<file path="src/design/v2dxc_fifo.sv">
module v2dxc_fifo #(
    parameter int WIDTH = 8,
    parameter int DEPTH = 4
) (
    input  logic                         clk,
    input  logic                         rst_n,
    input  logic                         wr_en,
    input  logic [WIDTH-1:0]             wr_data,
    output logic                         full,
    input  logic                         rd_en,
    output logic [WIDTH-1:0]             rd_data,
    output logic                         empty,
    output logic [$clog2(DEPTH+1)-1:0]   level
);

    localparam int PW = (DEPTH > 1) ? $clog2(DEPTH) : 1;
    localparam int LW = $clog2(DEPTH + 1);

    logic [WIDTH-1:0] mem_reg [DEPTH];
    logic [PW-1:0]    wr_ptr_reg, wr_ptr_next;
    logic [PW-1:0]    rd_ptr_reg, rd_ptr_next;
    logic [LW-1:0]    level_reg, level_next;
    logic             do_wr, do_rd;

    assign full  = (level_reg == LW'(DEPTH));
    assign empty = (level_reg == '0);
    assign level = level_reg;
    assign do_wr = wr_en && !full;
    assign do_rd = rd_en && !empty;
    assign rd_data = mem_reg[rd_ptr_reg];

    always_comb
    begin
        wr_ptr_next = wr_ptr_reg;
        rd_ptr_next = rd_ptr_reg;
        if (do_wr)
        begin
            wr_ptr_next = (wr_ptr_reg == PW'(DEPTH - 1)) ? '0 : wr_ptr_reg + 1'b1;
        end
        if (do_rd)
        begin
            rd_ptr_next = (rd_ptr_reg == PW'(DEPTH - 1)) ? '0 : rd_ptr_reg + 1'b1;
        end
        level_next = level_reg + LW'(do_wr) - LW'(do_rd);
    end

    always_ff @(posedge clk or negedge rst_n)
    begin
        if (!rst_n)
        begin
            wr_ptr_reg <= '0;
            rd_ptr_reg <= '0;
            level_reg  <= '0;
        end
        else
        begin
            wr_ptr_reg <= wr_ptr_next;
            rd_ptr_reg <= rd_ptr_next;
            level_reg  <= level_next;
        end
    end

    always_ff @(posedge clk)
    begin
        if (do_wr)
        begin
            mem_reg[wr_ptr_reg] <= wr_data;
        end
    end

endmodule

</file>
<file path="config.mk">
export PLATFORM = sky130hd
export DESIGN_NAME = v2dxc_fifo
export DESIGN_NICKNAME = d
export VERILOG_FILES = /design/src/design/v2dxc_fifo.sv
export SDC_FILE = /design/constraint.sdc
export NUM_CORES = 1
export LEC_CHECK = 0
export ABC_AREA = 1
export BUFFER_PORTS_ARGS = -buffer_cell sky130_fd_sc_hd__clkbuf_2
export CORE_UTILIZATION = 50
export DETAILED_ROUTE_END_ITERATION = 10
export HOLD_SLACK_MARGIN = 0.15
export PLACE_DENSITY_LB_ADDON = 0.1
export SLEW_MARGIN = 10
export SYNTH_ARGS = -nofsm -noshare
export SYNTH_HDL_FRONTEND = slang
export SYNTH_SLANG_ARGS = --single-unit
</file>
<file path="constraint.sdc">
create_clock -name clk -period 1.7 [get_ports clk]
set_input_delay 0.085 -clock clk [delete_from_list [all_inputs] [get_ports clk]]
set_output_delay 0.085 -clock clk [all_outputs]
set_load 0.01 [all_outputs]
</file>
==> results of run 1 <==
[how the worst max path moves through the flow]
stage                           to  startpoint  slack [ns]
after floorplan           level[2]    level[0]       -0.14
after global placement    level[2]    level[0]       -0.04
after detailed placement  level[2]    level[0]       -0.10
after CTS                 level[2]    level[1]       -0.12
after global routing      level[2]    level[0]       -0.24
final                     level[2]    level[0]       -0.12
[power groups by stage]
stage / Combinational, mW / Sequential [mW] / Clock (mW)
CTS: 1.56 / 1.41 / 0.470
detailed placement: 1.45 / 1.43 / 0
global route: 1.75 / 1.42 / 0.522
global placement: 1.41 / 1.42 / 0
floorplan: 0.962 / 1.42 / 0
finish: 1.53 / 1.40 / 0.460
[worst max-delay path, stage by stage (launching register included)]
cell	delay (ns)
dfrtp_1	0.41
nor2_2	0.12
nand2_1	0.08
nand2_1	0.09
inv_1	0.05
ha_1	0.26
inv_1	0.04
ha_2	0.16
fa_2	0.33
nand3b_1	0.16
nand2_1	0.07
[stage by stage]
stage,instances,TNS (ns),power (mW),instance area [sq um],hold WS (ns)
6_report,255,-0.192,3.39,2220,0.497
2_1_floorplan,151,-0.262,2.38,1760,-0.211
5_1_grt,255,-0.396,3.69,2220,0.479
4_1_cts,255,-0.216,3.44,2220,0.489
3_5_place_dp,230,-0.145,2.88,1990,-0.0633
3_3_place_gp,230,-0.0537,2.83,1990,-0.0688
[cell usage after synthesis]
cell type / count / area, sq um
ha_1: 7 / 87.6
fa_1: 1 / 20.0
nand2_2: 1 / 6.26
nand3_1: 4 / 20.0
inv_1: 30 / 113
o211ai_2: 1 / 12.5
nand2_1: 39 / 146
nor2_2: 1 / 6.26
o211ai_1: 15 / 113
buf_6: 5 / 56.3
edfxtp_1: 32 / 961
nand3b_1: 1 / 7.51
dfrtp_1: 7 / 175
nand2_4: 1 / 11.3
nor2_1: 6 / 22.5
[cell families (layout without fill, tap and decap cells)]
kind of cell / after synthesis / count (layout) / synth area share (%)
AND/OR/NAND/NOR: 53 / 53 / 12.5
AO/OA/AOI/OAI: 16 / 16 / 7.12
buffers and inverters: 35 / 93 / 9.61
flip-flops: 39 / 39 / 64.6
adder cells (fa/ha/maj): 8 / 8 / 6.12
[per-layer routing]
layer	up-vias	part of all wire, %	track usage (%)
met5	-	0	0
met4	0	0	6.49
met3	0	4.4	5.67
met2	27	51	29.8
met1	553	45	23.7
li1	609	-	-
[area by class of cell]
cell class | count | area, sq um | area share (%)
clock inverters | 3 | 20.0 | 0.903
clock buffers | 5 | 37.5 | 1.69
repair buffers | 55 | 395 | 17.8
well taps | 46 | 57.6 | 2.60
inverters | 30 | 113 | 5.08
multi-input cells | 77 | 458 | 20.7
flip-flops and latches | 39 | 1140 | 51.2
[repair_timing]
action	in CTS	in global routing
hold buffers	13	0
resized for setup	5	2
endpoints found under the hold margin	43	0
pin swaps	4	3
setup buffers	4	3
endpoints found under the setup margin	2	3
==> flow_summary.yaml, run 1 <==
status:
  status: "finished, violations left"
  violations: "setup timing"
route:
  wl_per_cell_um: 11.8
  antenna_left: 0
  drt_pass1_iterations: 4
  routed_wl_um: 3020
  drc: 0
  viasPerCell: 4.66
  drt_iter0_drc: 58
  route.vias.total: 1189
synth:
  syn_inst: 151
  synth_area_sq_um: 1760
  synth-seq-area-share_pct: 64.6
  synth.distinct_cells: 15
  ys_ff_latch: 39
  ys_warn_count: 0
  syn_nets: 171
  synth.avg_cell_area_sq_um: 11.6
power_and_ir_drop:
  power.density_nw_per_um2: 1530
  p_leak_nw: 1.01
  combPwrFrac_pct: 45.1
  seq_power_share_pct: 41.3
  pwr-share-clk_pct: 13.5
  switchingPower_mw: 1.27
  power.internal_mw: 2.12
  swShare_pct: 37.5
  ir_worst_vdd_mv: 0.883
run:
  max_cap_viol_count: 0
placed_design:
  dp_slack_ns: -0.101
  routabilityCongestion: 0.825
  dp_hpwl_um: 2070
  io_buffer_count: 24
setup_path:
  crit_type: "register to register"
  cp-start-kind: "register"
  endpoint_kind: "register"
  regToRegSetupSlack_ns: -0.12
  worstReg2RegEnd: "level[2]"
  r2r_cells: 10
  worstPathArrival_ns: 2.10
  crit_required_ns: 1.98
  reg2reg_from: "level[0]"
  cp_max_fo: 2
floorplanning:
  dieWidth_um: 61.3
  dieHeight_um: 61.3
  start_util_pct: 52.3
  io-pin-count: 25
  placementRows: 21
  die-area_sq_um: 3760
  core-area_sq_um: 3360
clocking:
  clockRootBuffer: "clkbuf_4"
  cts_buffer_depth: 2
  ctsHtreeMaxLevel: 2
  clock-sinks: 39
  cts_made_buffers: 5
  cts_tree: "built"
  clk_transition_reported_paths_ns: 0.12
  clkLatencyLatePin_ns: 0.33
cells_and_area:
  diodes: 0
  largest_reg_flops: 32
  layout_commonest_cell: "nand2_1"
  drive_gt1_share_pct: 27.3
  area_growth_pct: 26.1
  final_cell_mix: "nand2_1 (39), edfxtp_1 (32), inv_1 (29)"
  nNetsFinal: 228
  fill_cells: 292
  final_core_util_pct: 65.9
global_route:
  antenna_found_initial: 0
  grt_pass1_wl_um: 4800
  grt_max_degree: 36
  gr-total-overflow: 0
  grt_pass1_vias: 1104
  grt_use_total_pct: 18.4
timing:
  slew_headroom_pct: 76.6
  setup_ws_ns: -0.122
  fin_skew_ns: 0.00769
  final-setup-viol-count: 2
  tightestPinTransition_ns: 0.350
  min_period_ns: 1.82
  slew_violations: 0
  fin_crit_sh_pct: 107
  hold_viol_final: 0
  fmax_mhz: 549
  rsz0062_at_grt: "true"
worst_hold_path:
  holdPathStages: 2
  min-delay-start: "wr_data[3]"
  holdPathEnd: "mem_reg[3][3]"
  hold_path.class: "primary input to register"
No activity file was read; power rests on OpenSTA's default activity.
==> inputs of run 2 (changes only) <==
--- a/constraint.sdc
+++ b/constraint.sdc
@@ -3,2 +3,2 @@
 set_output_delay 0.085 -clock clk [all_outputs]
-set_load 0.01 [all_outputs]
+set_load 0.02 [all_outputs]
==> flow_summary.yaml, run 2 (synthesis results as in run 1) <==
floorplanning:
  io-pin-count: 25
  placementRows: 21
  dieWidth_um: 61.3
  die-area_sq_um: 3760
  start_util_pct: 52.3
  core-area_sq_um: 3360
  dieHeight_um: 61.3
setup_path:
  cp_max_fo: 2
  crit_type: "register to register"
  crit_required_ns: 1.99
  regToRegSetupSlack_ns: -0.09
  crit_chain: "nor2_4 > nand2_2 > nand2_2 > inv_2 > ha_4 > inv_2 > ha_4 > fa_2 > nand3b_1 > nand2_1"
  endpoint_kind: "register"
  worstReg2RegEnd: "level[2]"
  reg2reg_from: "level[0]"
  critical-path-max-stage-delay_ns: 0.44
  worst_path_max_delay_cell: "dfrtp_2"
  worstPathArrival_ns: 2.08
  r2r_cells: 10
  cp-start-kind: "register"
cells_and_area:
  nNetsFinal: 224
  layout_commonest_cell: "nand2_1"
  diodes: 0
  area_growth_pct: 28.2
  final_cell_mix: "nand2_1 (37), edfxtp_1 (32), inv_1 (28)"
  fill_cells: 295
  final_core_util_pct: 67.0
  drive_gt1_share_pct: 28.8
  largest_reg_flops: 32
worst_hold_path:
  min-delay-start: "wr_data[4]"
  hold_path.class: "primary input to register"
  holdPathStages: 2
  holdPathEnd: "mem_reg[2][4]"
timing:
  fin_skew_ns: 0.00653
  slew_violations: 0
  hold_viol_final: 0
  tightestPinTransition_ns: 0.353
  whs_ns: 0.498
  rsz0062_at_grt: "true"
  fmax_mhz: 559
  setup_ws_ns: -0.0900
  fin_crit_sh_pct: 105
  slew_headroom_pct: 76.4
  min_period_ns: 1.79
  final-setup-viol-count: 2
route:
  drt_pass1_iterations: 4
  drc: 0
  drt_iter0_drc: 34
  route.vias.total: 1180
  antenna_left: 0
  wl_per_cell_um: 12.5
  viasPerCell: 4.70
  routed_wl_um: 3150
power_and_ir_drop:
  p_leak_nw: 1.02
  power.density_nw_per_um2: 1720
  ir_worst_vdd_mv: 0.916
clocking:
  cts_tree: "built"
  cts_made_buffers: 5
  cts_buffer_depth: 2
  clkLatencyLatePin_ns: 0.34
  ctsHtreeMaxLevel: 2
  clockRootBuffer: "clkbuf_4"
  clk_transition_reported_paths_ns: 0.11
  clock-sinks: 39
global_route:
  globalRouteMet2Util_pct: 27.8
  grtUsageMet1_pct: 22.9
  grt_max_degree: 36
  grt_pass1_vias: 990
  grt_use_total_pct: 17.8
  gr-total-overflow: 0
  grt-busiest-layer: "met2"
  grt_pass1_wl_um: 4540
  use_met3_pct: 6.30
  antenna_found_initial: 0
placed_design:
  io_buffer_count: 24
  routabilityCongestion: 0.775
  dp_hpwl_um: 2060
status:
  violations: "setup timing"
  status: "finished, violations left"
run:
  max_cap_viol_count: 0
## run 2: worst max-delay path, delay by kind of cell, from the launching register on
| family | cells | cell delay [ns] |
|---|---|---|
| flip-flops | 1 | 0.44 |
| buffers and inverters | 2 | 0.09 |
| adder cells (fa/ha/maj) | 3 | 0.75 |
| AND/OR/NAND/NOR | 5 | 0.47 |
## run 2: stage by stage
stage               setup slack, ns  cells  power (mW)  area [sq um]  TNS (ns)
detailed placement          -0.0866    230        3.05          1990    -0.145
global placement            -0.0565    230        2.98          1990   -0.0859
floorplan                    -0.172    151        2.54          1770    -0.323
finish                      -0.0900    251        3.87          2250    -0.151
global route                 -0.180    251        4.16          2250    -0.282
CTS                          -0.104    251        3.84          2220    -0.180
## run 2: worst max path at each step
stage                     startpoint       end  slack, ns
after global placement      level[0]  level[2]      -0.06
final                       level[0]  level[2]      -0.09
after CTS                   level[1]  level[2]      -0.10
after detailed placement    level[0]  level[2]      -0.09
after floorplan             level[0]  level[2]      -0.17
after global routing        level[0]  level[2]      -0.18
## run 2: repair_timing
| item | 4_1_cts | 5_1_grt |
|---|---|---|
| pin swaps | 3 | 6 |
| setup buffers | 1 | 0 |
| endpoints found under the setup margin | 2 | 2 |
| hold buffers | 12 | 0 |
| endpoints found under the hold margin | 43 | 0 |
| gates resized for setup | 0 | 7 |
| gates cloned | 0 | 0 |
## run 2: report_power, final
group	switching, mW	total [mW]	internal, mW
sequential	0.119	1.41	1.29
combinational	1.04	1.71	0.669
clock	0.291	0.750	0.459
## run 2: area by class of cell
class	instances	area [sq um]	area share, %
timing repair buffer	51	353	15.7
inverter	30	113	5.00
clock inverter	2	60.1	2.67
tap	46	57.6	2.55
sequential	39	1140	50.5
clock buffer	6	41.3	1.83
multi-input combinational	77	490	21.8
## run 2: routing by layer
layer / wire (um) / vias up
met4: 31 / 0
met3: 126 / 4
li1: - / 600
met2: 1620 / 27
met1: 1370 / 549
met5: 0 / -
