## src/design/v2dxc_pkg.sv

```systemverilog
package v2dxc_pkg;

    localparam int PIX_W       = 16;
    localparam int PROD_W      = 32;
    localparam int SUM_W       = 40;
    localparam int ROW_W       = 12;
    localparam int OCOL_W      = 10;
    localparam int COL_W       = 12;
    localparam int IDX_W       = 5;
    localparam int DIM_W       = 13;
    localparam int KDIM_W      = 3;
    localparam int MAX_HEIGHT  = 4096;
    localparam int CFG_INDEX_W = 3;
    localparam int CFG_DATA_W  = 13;
    localparam int MID_DEPTH   = 4;
    localparam int OUT_DEPTH   = 8;
    localparam int OUT_LVL_W   = $clog2(OUT_DEPTH + 1);

    localparam logic [CFG_INDEX_W-1:0] CFG_IMAGE_WIDTH  = 3'd0;
    localparam logic [CFG_INDEX_W-1:0] CFG_IMAGE_HEIGHT = 3'd1;
    localparam logic [CFG_INDEX_W-1:0] CFG_KERNEL_ROWS  = 3'd2;
    localparam logic [CFG_INDEX_W-1:0] CFG_KERNEL_COLS  = 3'd3;

    localparam logic FUNC_COEFF = 1'b0;
    localparam logic FUNC_PIXEL = 1'b1;

    typedef struct packed {
        logic                    func;
        logic [IDX_W-1:0]        coeff_index;
        logic signed [PIX_W-1:0] value;
    } item_t;

    typedef struct packed {
        logic signed [SUM_W-1:0] window_sum;
        logic [ROW_W-1:0]        out_row;
        logic [OCOL_W-1:0]       out_col;
        logic                    last_of_frame;
    } result_t;

    typedef struct packed {
        logic                    is_pixel;
        logic [IDX_W-1:0]        coeff_index;
        logic signed [PIX_W-1:0] value;
        logic [COL_W-1:0]        col;
        logic                    emit;
        logic [ROW_W-1:0]        out_row;
        logic [OCOL_W-1:0]       out_col;
        logic                    last;
    } work_t;

    typedef struct packed {
        logic [KDIM_W-1:0] rows;
        logic [KDIM_W-1:0] cols;
    } kdim_t;

endpackage

```

## src/design/v2dxc_front.sv

```systemverilog
module v2dxc_front import v2dxc_pkg::*; #(
    parameter int MAX_WIDTH  = 1024,
    parameter int MAX_KERNEL = 5
) (
    input  logic                   clk,
    input  logic                   rst_n,
    input  logic                   cfg_valid,
    output logic                   cfg_ready,
    input  logic [CFG_INDEX_W-1:0] cfg_index,
    input  logic [CFG_DATA_W-1:0]  cfg_data,
    input  logic                   push,
    input  item_t                  item,
    input  logic                   q_full,
    output logic                   q_push,
    output work_t                  q_data,
    output kdim_t                  kdim
);

    localparam int AW = $clog2(MAX_WIDTH);
    localparam logic [KDIM_W-1:0] KMAX = KDIM_W'(MAX_KERNEL);

    logic [10:0]        width_reg, width_next;
    logic [12:0]        height_reg, height_next;
    logic [KDIM_W-1:0]  krows_reg, krows_next;
    logic [KDIM_W-1:0]  kcols_reg, kcols_next;
    logic [ROW_W-1:0]   row_reg, row_next;
    logic [AW-1:0]      col_reg, col_next;

    logic [DIM_W-1:0]   w_eff, h_eff, row_p1, col_p1, r0, c0;
    logic [KDIM_W-1:0]  kr_eff, kc_eff;
    logic               col_end, row_end, cfg_hit, is_pixel;

    assign cfg_ready = 1'b1;
    assign q_push    = push && !q_full;
    assign is_pixel  = (item.func == FUNC_PIXEL);

    // clamp the dimension registers to their legal ranges
    always_comb
    begin
        if (width_reg == '0)
            w_eff = DIM_W'(1);
        else if (DIM_W'(width_reg) > DIM_W'(MAX_WIDTH))
            w_eff = DIM_W'(MAX_WIDTH);
        else
            w_eff = DIM_W'(width_reg);

        if (height_reg == '0)
            h_eff = DIM_W'(1);
        else if (DIM_W'(height_reg) > DIM_W'(MAX_HEIGHT))
            h_eff = DIM_W'(MAX_HEIGHT);
        else
            h_eff = DIM_W'(height_reg);

        if (krows_reg == '0)
            kr_eff = KDIM_W'(1);
        else if (krows_reg > KMAX)
            kr_eff = KMAX;
        else
            kr_eff = krows_reg;

        if (kcols_reg == '0)
            kc_eff = KDIM_W'(1);
        else if (kcols_reg > KMAX)
            kc_eff = KMAX;
        else
            kc_eff = kcols_reg;
    end

    assign kdim.rows = kr_eff;
    assign kdim.cols = kc_eff;

    assign row_p1  = DIM_W'(row_reg) + DIM_W'(1);
    assign col_p1  = DIM_W'(col_reg) + DIM_W'(1);
    assign col_end = (col_p1 >= w_eff);
    assign row_end = (row_p1 >= h_eff);
    assign r0      = row_p1 - DIM_W'(kr_eff);
    assign c0      = col_p1 - DIM_W'(kc_eff);

    always_comb
    begin
        q_data.is_pixel    = is_pixel;
        q_data.coeff_index = item.coeff_index;
        q_data.value       = item.value;
        q_data.col         = COL_W'(col_reg);
        q_data.emit        = (row_p1 >= DIM_W'(kr_eff)) && (col_p1 >= DIM_W'(kc_eff));
        q_data.out_row     = r0[ROW_W-1:0];
        q_data.out_col     = c0[OCOL_W-1:0];
        q_data.last        = row_end && col_end;
    end

    always_comb
    begin
        width_next  = width_reg;
        height_next = height_reg;
        krows_next  = krows_reg;
        kcols_next  = kcols_reg;
        row_next    = row_reg;
        col_next    = col_reg;
        cfg_hit     = 1'b0;

        if (cfg_valid && cfg_ready)
        begin
            case (cfg_index)
                CFG_IMAGE_WIDTH:
                begin
                    width_next = cfg_data[10:0];
                    cfg_hit    = 1'b1;
                end
                CFG_IMAGE_HEIGHT:
                begin
                    height_next = cfg_data[12:0];
                    cfg_hit     = 1'b1;
                end
                CFG_KERNEL_ROWS:
                begin
                    krows_next = cfg_data[KDIM_W-1:0];
                    cfg_hit    = 1'b1;
                end
                CFG_KERNEL_COLS:
                begin
                    kcols_next = cfg_data[KDIM_W-1:0];
                    cfg_hit    = 1'b1;
                end
                default:
                begin
                    cfg_hit = 1'b0;
                end
            endcase
        end

        // a register write restarts the frame
        if (cfg_hit)
        begin
            row_next = '0;
            col_next = '0;
        end
        else if (q_push && is_pixel)
        begin
            if (col_end)
            begin
                col_next = '0;
                row_next = row_end ? '0 : row_reg + 1'b1;
            end
            else
            begin
                col_next = col_reg + 1'b1;
            end
        end
    end

    always_ff @(posedge clk or negedge rst_n)
    begin
        if (!rst_n)
        begin
            width_reg  <= 11'd1024;
            height_reg <= 13'd1024;
            krows_reg  <= 3'd3;
            kcols_reg  <= 3'd3;
            row_reg    <= '0;
            col_reg    <= '0;
        end
        else
        begin
            width_reg  <= width_next;
            height_reg <= height_next;
            krows_reg  <= krows_next;
            kcols_reg  <= kcols_next;
            row_reg    <= row_next;
            col_reg    <= col_next;
        end
    end

endmodule

```

## config.mk

```make
export PLATFORM = sky130hd
export DESIGN_NAME = v2dxc_front
export DESIGN_NICKNAME = d
export VERILOG_FILES = /design/src/design/v2dxc_pkg.sv /design/src/design/v2dxc_front.sv
export SDC_FILE = /design/constraint.sdc
export NUM_CORES = 1
export LEC_CHECK = 0
export BUFFER_PORTS_ARGS = -buffer_cell sky130_fd_sc_hd__buf_2
export CAP_MARGIN = 40
export CORE_MARGIN = 2
export CORE_UTILIZATION = 55
export CTS_CLUSTER_DIAMETER = 40
export DETAILED_ROUTE_END_ITERATION = 16
export HOLD_SLACK_MARGIN = 0.08
export PLACE_DENSITY = 0.94
export SYNTH_ARGS = -nofsm -noshare
export SYNTH_HDL_FRONTEND = slang
export SYNTH_SLANG_ARGS = --single-unit
```

## constraint.sdc

```tcl
create_clock -name clk -period 8.3 [get_ports clk]
set_input_delay 0 -clock clk [delete_from_list [all_inputs] [get_ports clk]]
set_output_delay 0 -clock clk [all_outputs]
set_load 0.005 [all_outputs]
```

==> flow_results.org <==
** Timing
- Final setup slack of the worst path :: 4.54 ns
- On the final layout, the worst clock skew is 0.00862 ns.
- The final count of pins violating max slew is 0.
- Timing would allow up to 266 MHz.
- Min Tclk post-route :: 3.76 ns
- At the pin with the least slew margin, the transition time is 0.821 ns.
- Of the available clock period, the critical path in the final layout requires 45.3%.
- Count of final setup violators :: 0
- The worst pin sits at a relative slew slack of 45.2%.
- Final hold violations :: 0
- After routing, the total negative slack on setup checks comes to 0 ns.
- Final Hold Slack :: 0.110 ns
- Unrepaired setup endpoints after global routing :: no

** Synth
- Multiplexer cells account for 8.84% of the synthesized area.
- Xor and xnor fraction of the mapped netlist area :: 8.71%
- Number of instances in the synthesized netlist :: 413
- After synthesis the cells add up to 3910 µm².
- Simple-gate share of the synthesized area :: 17.7%
- The largest total area in the synthesized netlist belongs to sky130_fd_sc_hd__dfrtp_1.
- Share of the yosys chip area belonging to registers :: 33.5%
- Most frequent cell after synthesis :: sky130_fd_sc_hd__nand2_1
- Flops & latches, synth :: 52
- Main synth FF type :: sky130_fd_sc_hd__dfrtp_1
- Largest cells by area after synthesis :: sky130_fd_sc_hd__dfrtp_1 (29%), sky130_fd_sc_hd__ha_1 (10%), sky130_fd_sc_hd__mux2_2 (6.1%)
- Yosys mapped the design onto 59 distinct sky130hd cell types.
- By area, the combinational part of the netlist is dominated by simple AND/OR/NAND/NOR gates.
- Post-synthesis adder-cell area fraction :: 11.3%
- Share of the synthesized area in compound gates (AO/OA/AOI/OAI) :: 11.1%
- Yosys mapped a number of flops with a built-in enable equal to 0.
- Mean cell area of the mapped netlist :: 9.46 µm²
- During synthesis, Yosys emitted a total of 0 warnings.
- Synth async-reset ratio :: 100%
- Most used standard cells in the synthesized netlist :: sky130_fd_sc_hd__nand2_1 (49), sky130_fd_sc_hd__dfrtp_1 (46), sky130_fd_sc_hd__ha_1 (32), sky130_fd_sc_hd__inv_1 (26), sky130_fd_sc_hd__buf_4 (25)
- Area share of the largest cell type after synthesis :: 29.5%

** Finish
- Once layout is done, the placed cells without fillers occupy 4640 µm².
- Number of nets in the final layout :: 566
- Cell Count, Final, Fillers Out :: 586
- Antenna cells :: 0
- The register with the most flip-flops in the layout has 13 of them.
- Ratio of cells with drive above 1 in the final layout :: 23.9%
- Area growth from synthesis to layout :: 18.9%

** Critical path
- Counting stages on the worst path, the most repeated cell is sky130_fd_sc_hd__a21oi_1.
- The number of cells on the worst reg-to-reg path is 11.
- CP startpoint kind :: register
- At the worst endpoint, the required time is 8.52 ns.
- Cell-by-cell listing of the critical path :: and3_4, and3_4, nand3_1, xnor2_1, ha_1, a21oi_1, nand2_1, a211o_1, a21oi_1, a21oi_1, mux2_2
- On the worst path, the slowest cell contributes a delay of 0.65 ns.
- The critical path is of the register to register type.
- Critical path endpoint category :: register
- Arr. time, crit path :: 3.99 ns
- Slowest library cell on the worst path :: sky130_fd_sc_hd__a21oi_1
- Internal reg-to-reg setup slack :: 4.54 ns
- The worst register-to-register path ends at row_reg[11].
- The worst register-to-register path begins at col_reg[2].
- Biggest fanout along the worst timing path :: 11

** GRT
- Global route total overflow :: 0
- Global-route wire length before repair :: 15.3 mm
- Vias in the first global route :: 3192
- GRT Util Overall :: 25.7%
- Entering global routing, the biggest net connects 33 pins.
- Number of antenna violations at the first check in global routing :: 0

** Placed design
- Final HPWL from detailed placement :: 7.43 mm
- Timing analysis after detailed placement gives a worst setup slack of 4.67 ns.
- Port buffer count :: 63
- At the end of routability-driven placement, the weighted congestion stood at 0.968.
- Including well taps, the total number of placed cells is 540.
- Post-Place Cell Area :: 4150 µm²

** Route
- Number of optimization iterations in the first detailed-route pass :: 5
- Detailed-route wire length :: 9.79 mm
- After detailed routing, the number of vias per cell comes to 5.86.
- For this block, the via count after detailed routing is 3435.
- In this run the remaining antenna-violating nets after routing total 0.
- After detailed routing, the number of remaining DRC violations is 0.
- In this run, the number of DRC markers left after iteration 0 of detailed routing was 240.
- Routed wire length per instance :: 16.7 µm

** Run
- Across the run, the number of max-cap violations was 0.

** Pwr
- In this run the static leakage power is 0.00225 µW.
- Power Dens Cells :: 187 nW/µm²
- IR drop worst, VDD :: 0.111 mV

** Die
- CORE AREA :: 6830 µm²
- Die Wd :: 88.3 µm
- Row generation in the floorplan step produced 30 rows.
- # IOs :: 109
- Height of the die :: 88.3 µm
- The die covers 7790 µm².
- Initial core utilization :: 57.2%

** CTS
- Post-CTS setup-driven buffer insertion count :: 0
- Clk buf depth :: 2
- Number of resized instances in the post-cts repair step :: 0
- Clock latency of the later-clocked register in the worst-skew pair :: 0.33 ns
- # hold bufs at CTS :: 38
- Clock-pin slew was measured on the worst setup and hold paths at 0.10 ns.
- CTS tree :: yes
- The clock net in this run drives a total of 52 sinks.
- The H-tree was split into 2 levels.
- In this run the clock root is driven by a sky130_fd_sc_hd__clkbuf_8.
- Cts bufs inserted :: 5

** Min path
- The path with the worst hold slack has its endpoint at width_reg[2].
- The worst hold path begins at cfg_index[0].
- Path class of the lowest-slack min-delay path :: input port to register
- Hold Path Stages :: 3

** Outcome
- The flow ran to the end, and the final reports show no timing, DRC or antenna violations.
[metal layers]
metal	vias to the layer above	global-route usage [%]	wire length (µm)
li1	1570	-	-
met1	1635	34.0	3990
met2	203	42.6	4770
met3	27	3.36	770
met4	0	10.9	265
met5	-	0	0
[layout by cell type, fill, tap and decap left out, types with 6 or more instances in the layout]
cell type / count
sky130_fd_sc_hd__buf_2: 63
sky130_fd_sc_hd__nand2_1: 49
sky130_fd_sc_hd__dfrtp_1: 46
sky130_fd_sc_hd__dlygate4sd3_1: 38
sky130_fd_sc_hd__ha_1: 32
sky130_fd_sc_hd__inv_1: 26
sky130_fd_sc_hd__xnor2_1: 21
sky130_fd_sc_hd__mux2_2: 21
sky130_fd_sc_hd__nor2_1: 20
sky130_fd_sc_hd__nand3_1: 16
sky130_fd_sc_hd__a21oi_1: 13
sky130_fd_sc_hd__o21ai_0: 13
sky130_fd_sc_hd__xor2_1: 11
sky130_fd_sc_hd__nor3_1: 8
sky130_fd_sc_hd__o2bb2ai_1: 7
sky130_fd_sc_hd__mux2_1: 7
sky130_fd_sc_hd__nand4_1: 6
sky130_fd_sc_hd__nor2b_1: 6
sky130_fd_sc_hd__nand2b_1: 6
sky130_fd_sc_hd__nor4_1: 6
sky130_fd_sc_hd__dfstp_2: 6
[per-stage QoR]
stage | utilization (%) | power (µW)
global placement | 60.2 | 645
floorplan | - | 548
global route | 68.0 | 921
CTS | 68.0 | 869
detailed placement | 60.7 | 666
finish | 68.0 | 870
[power breakdown]
group	switching [µW]	leakage, µW	internal, µW
logic	187	0.00154	173
registers	32.8	0.000653	293
clock network	93.3	0.0000548	90.9
total	313	0.00225	557
[layout make-up]
cell class | instances | area, µm²
multi-input cells | 298 | 2260
fillers | 534 | 2190
flip-flops and latches | 52 | 1310
repair buffers | 105 | 738
well taps | 96 | 120
inverters | 27 | 101
clock buffers | 5 | 68.8
clock inverters | 3 | 46.3
[cells by family after synthesis]
kind of cell | after synthesis
buffers and inverters | 64
AO/OA/AOI/OAI | 62
flip-flops | 52
XOR/XNOR | 35
other | 2
AND/OR/NAND/NOR | 133
adder cells (fa/ha/maj) | 34
multiplexers | 31
[worst max path at each step]
| stage | from | end | slack, ns |
|---|---|---|---|
| final | col_reg[2] | row_reg[11] | 4.54 |
| after global routing | col_reg[0] | row_reg[11] | 4.32 |
| after CTS | col_reg[2] | row_reg[11] | 4.64 |
| after detailed placement | col_reg[2] | row_reg[11] | 4.67 |
| after global placement | col_reg[0] | row_reg[11] | 4.81 |
| after floorplan | row_reg[0] | row_reg[6] | 5.25 |
[critical path: cells and delay by family, from the launching register on]
kind            cells  cell delay (ns)
xor+xnor            1             0.38
mux                 1             0.34
compound gates      4             1.47
fa+ha+maj           1             0.34
simple gates        4             0.64
flops               1             0.47
Power figures use the tool's default switching activity.
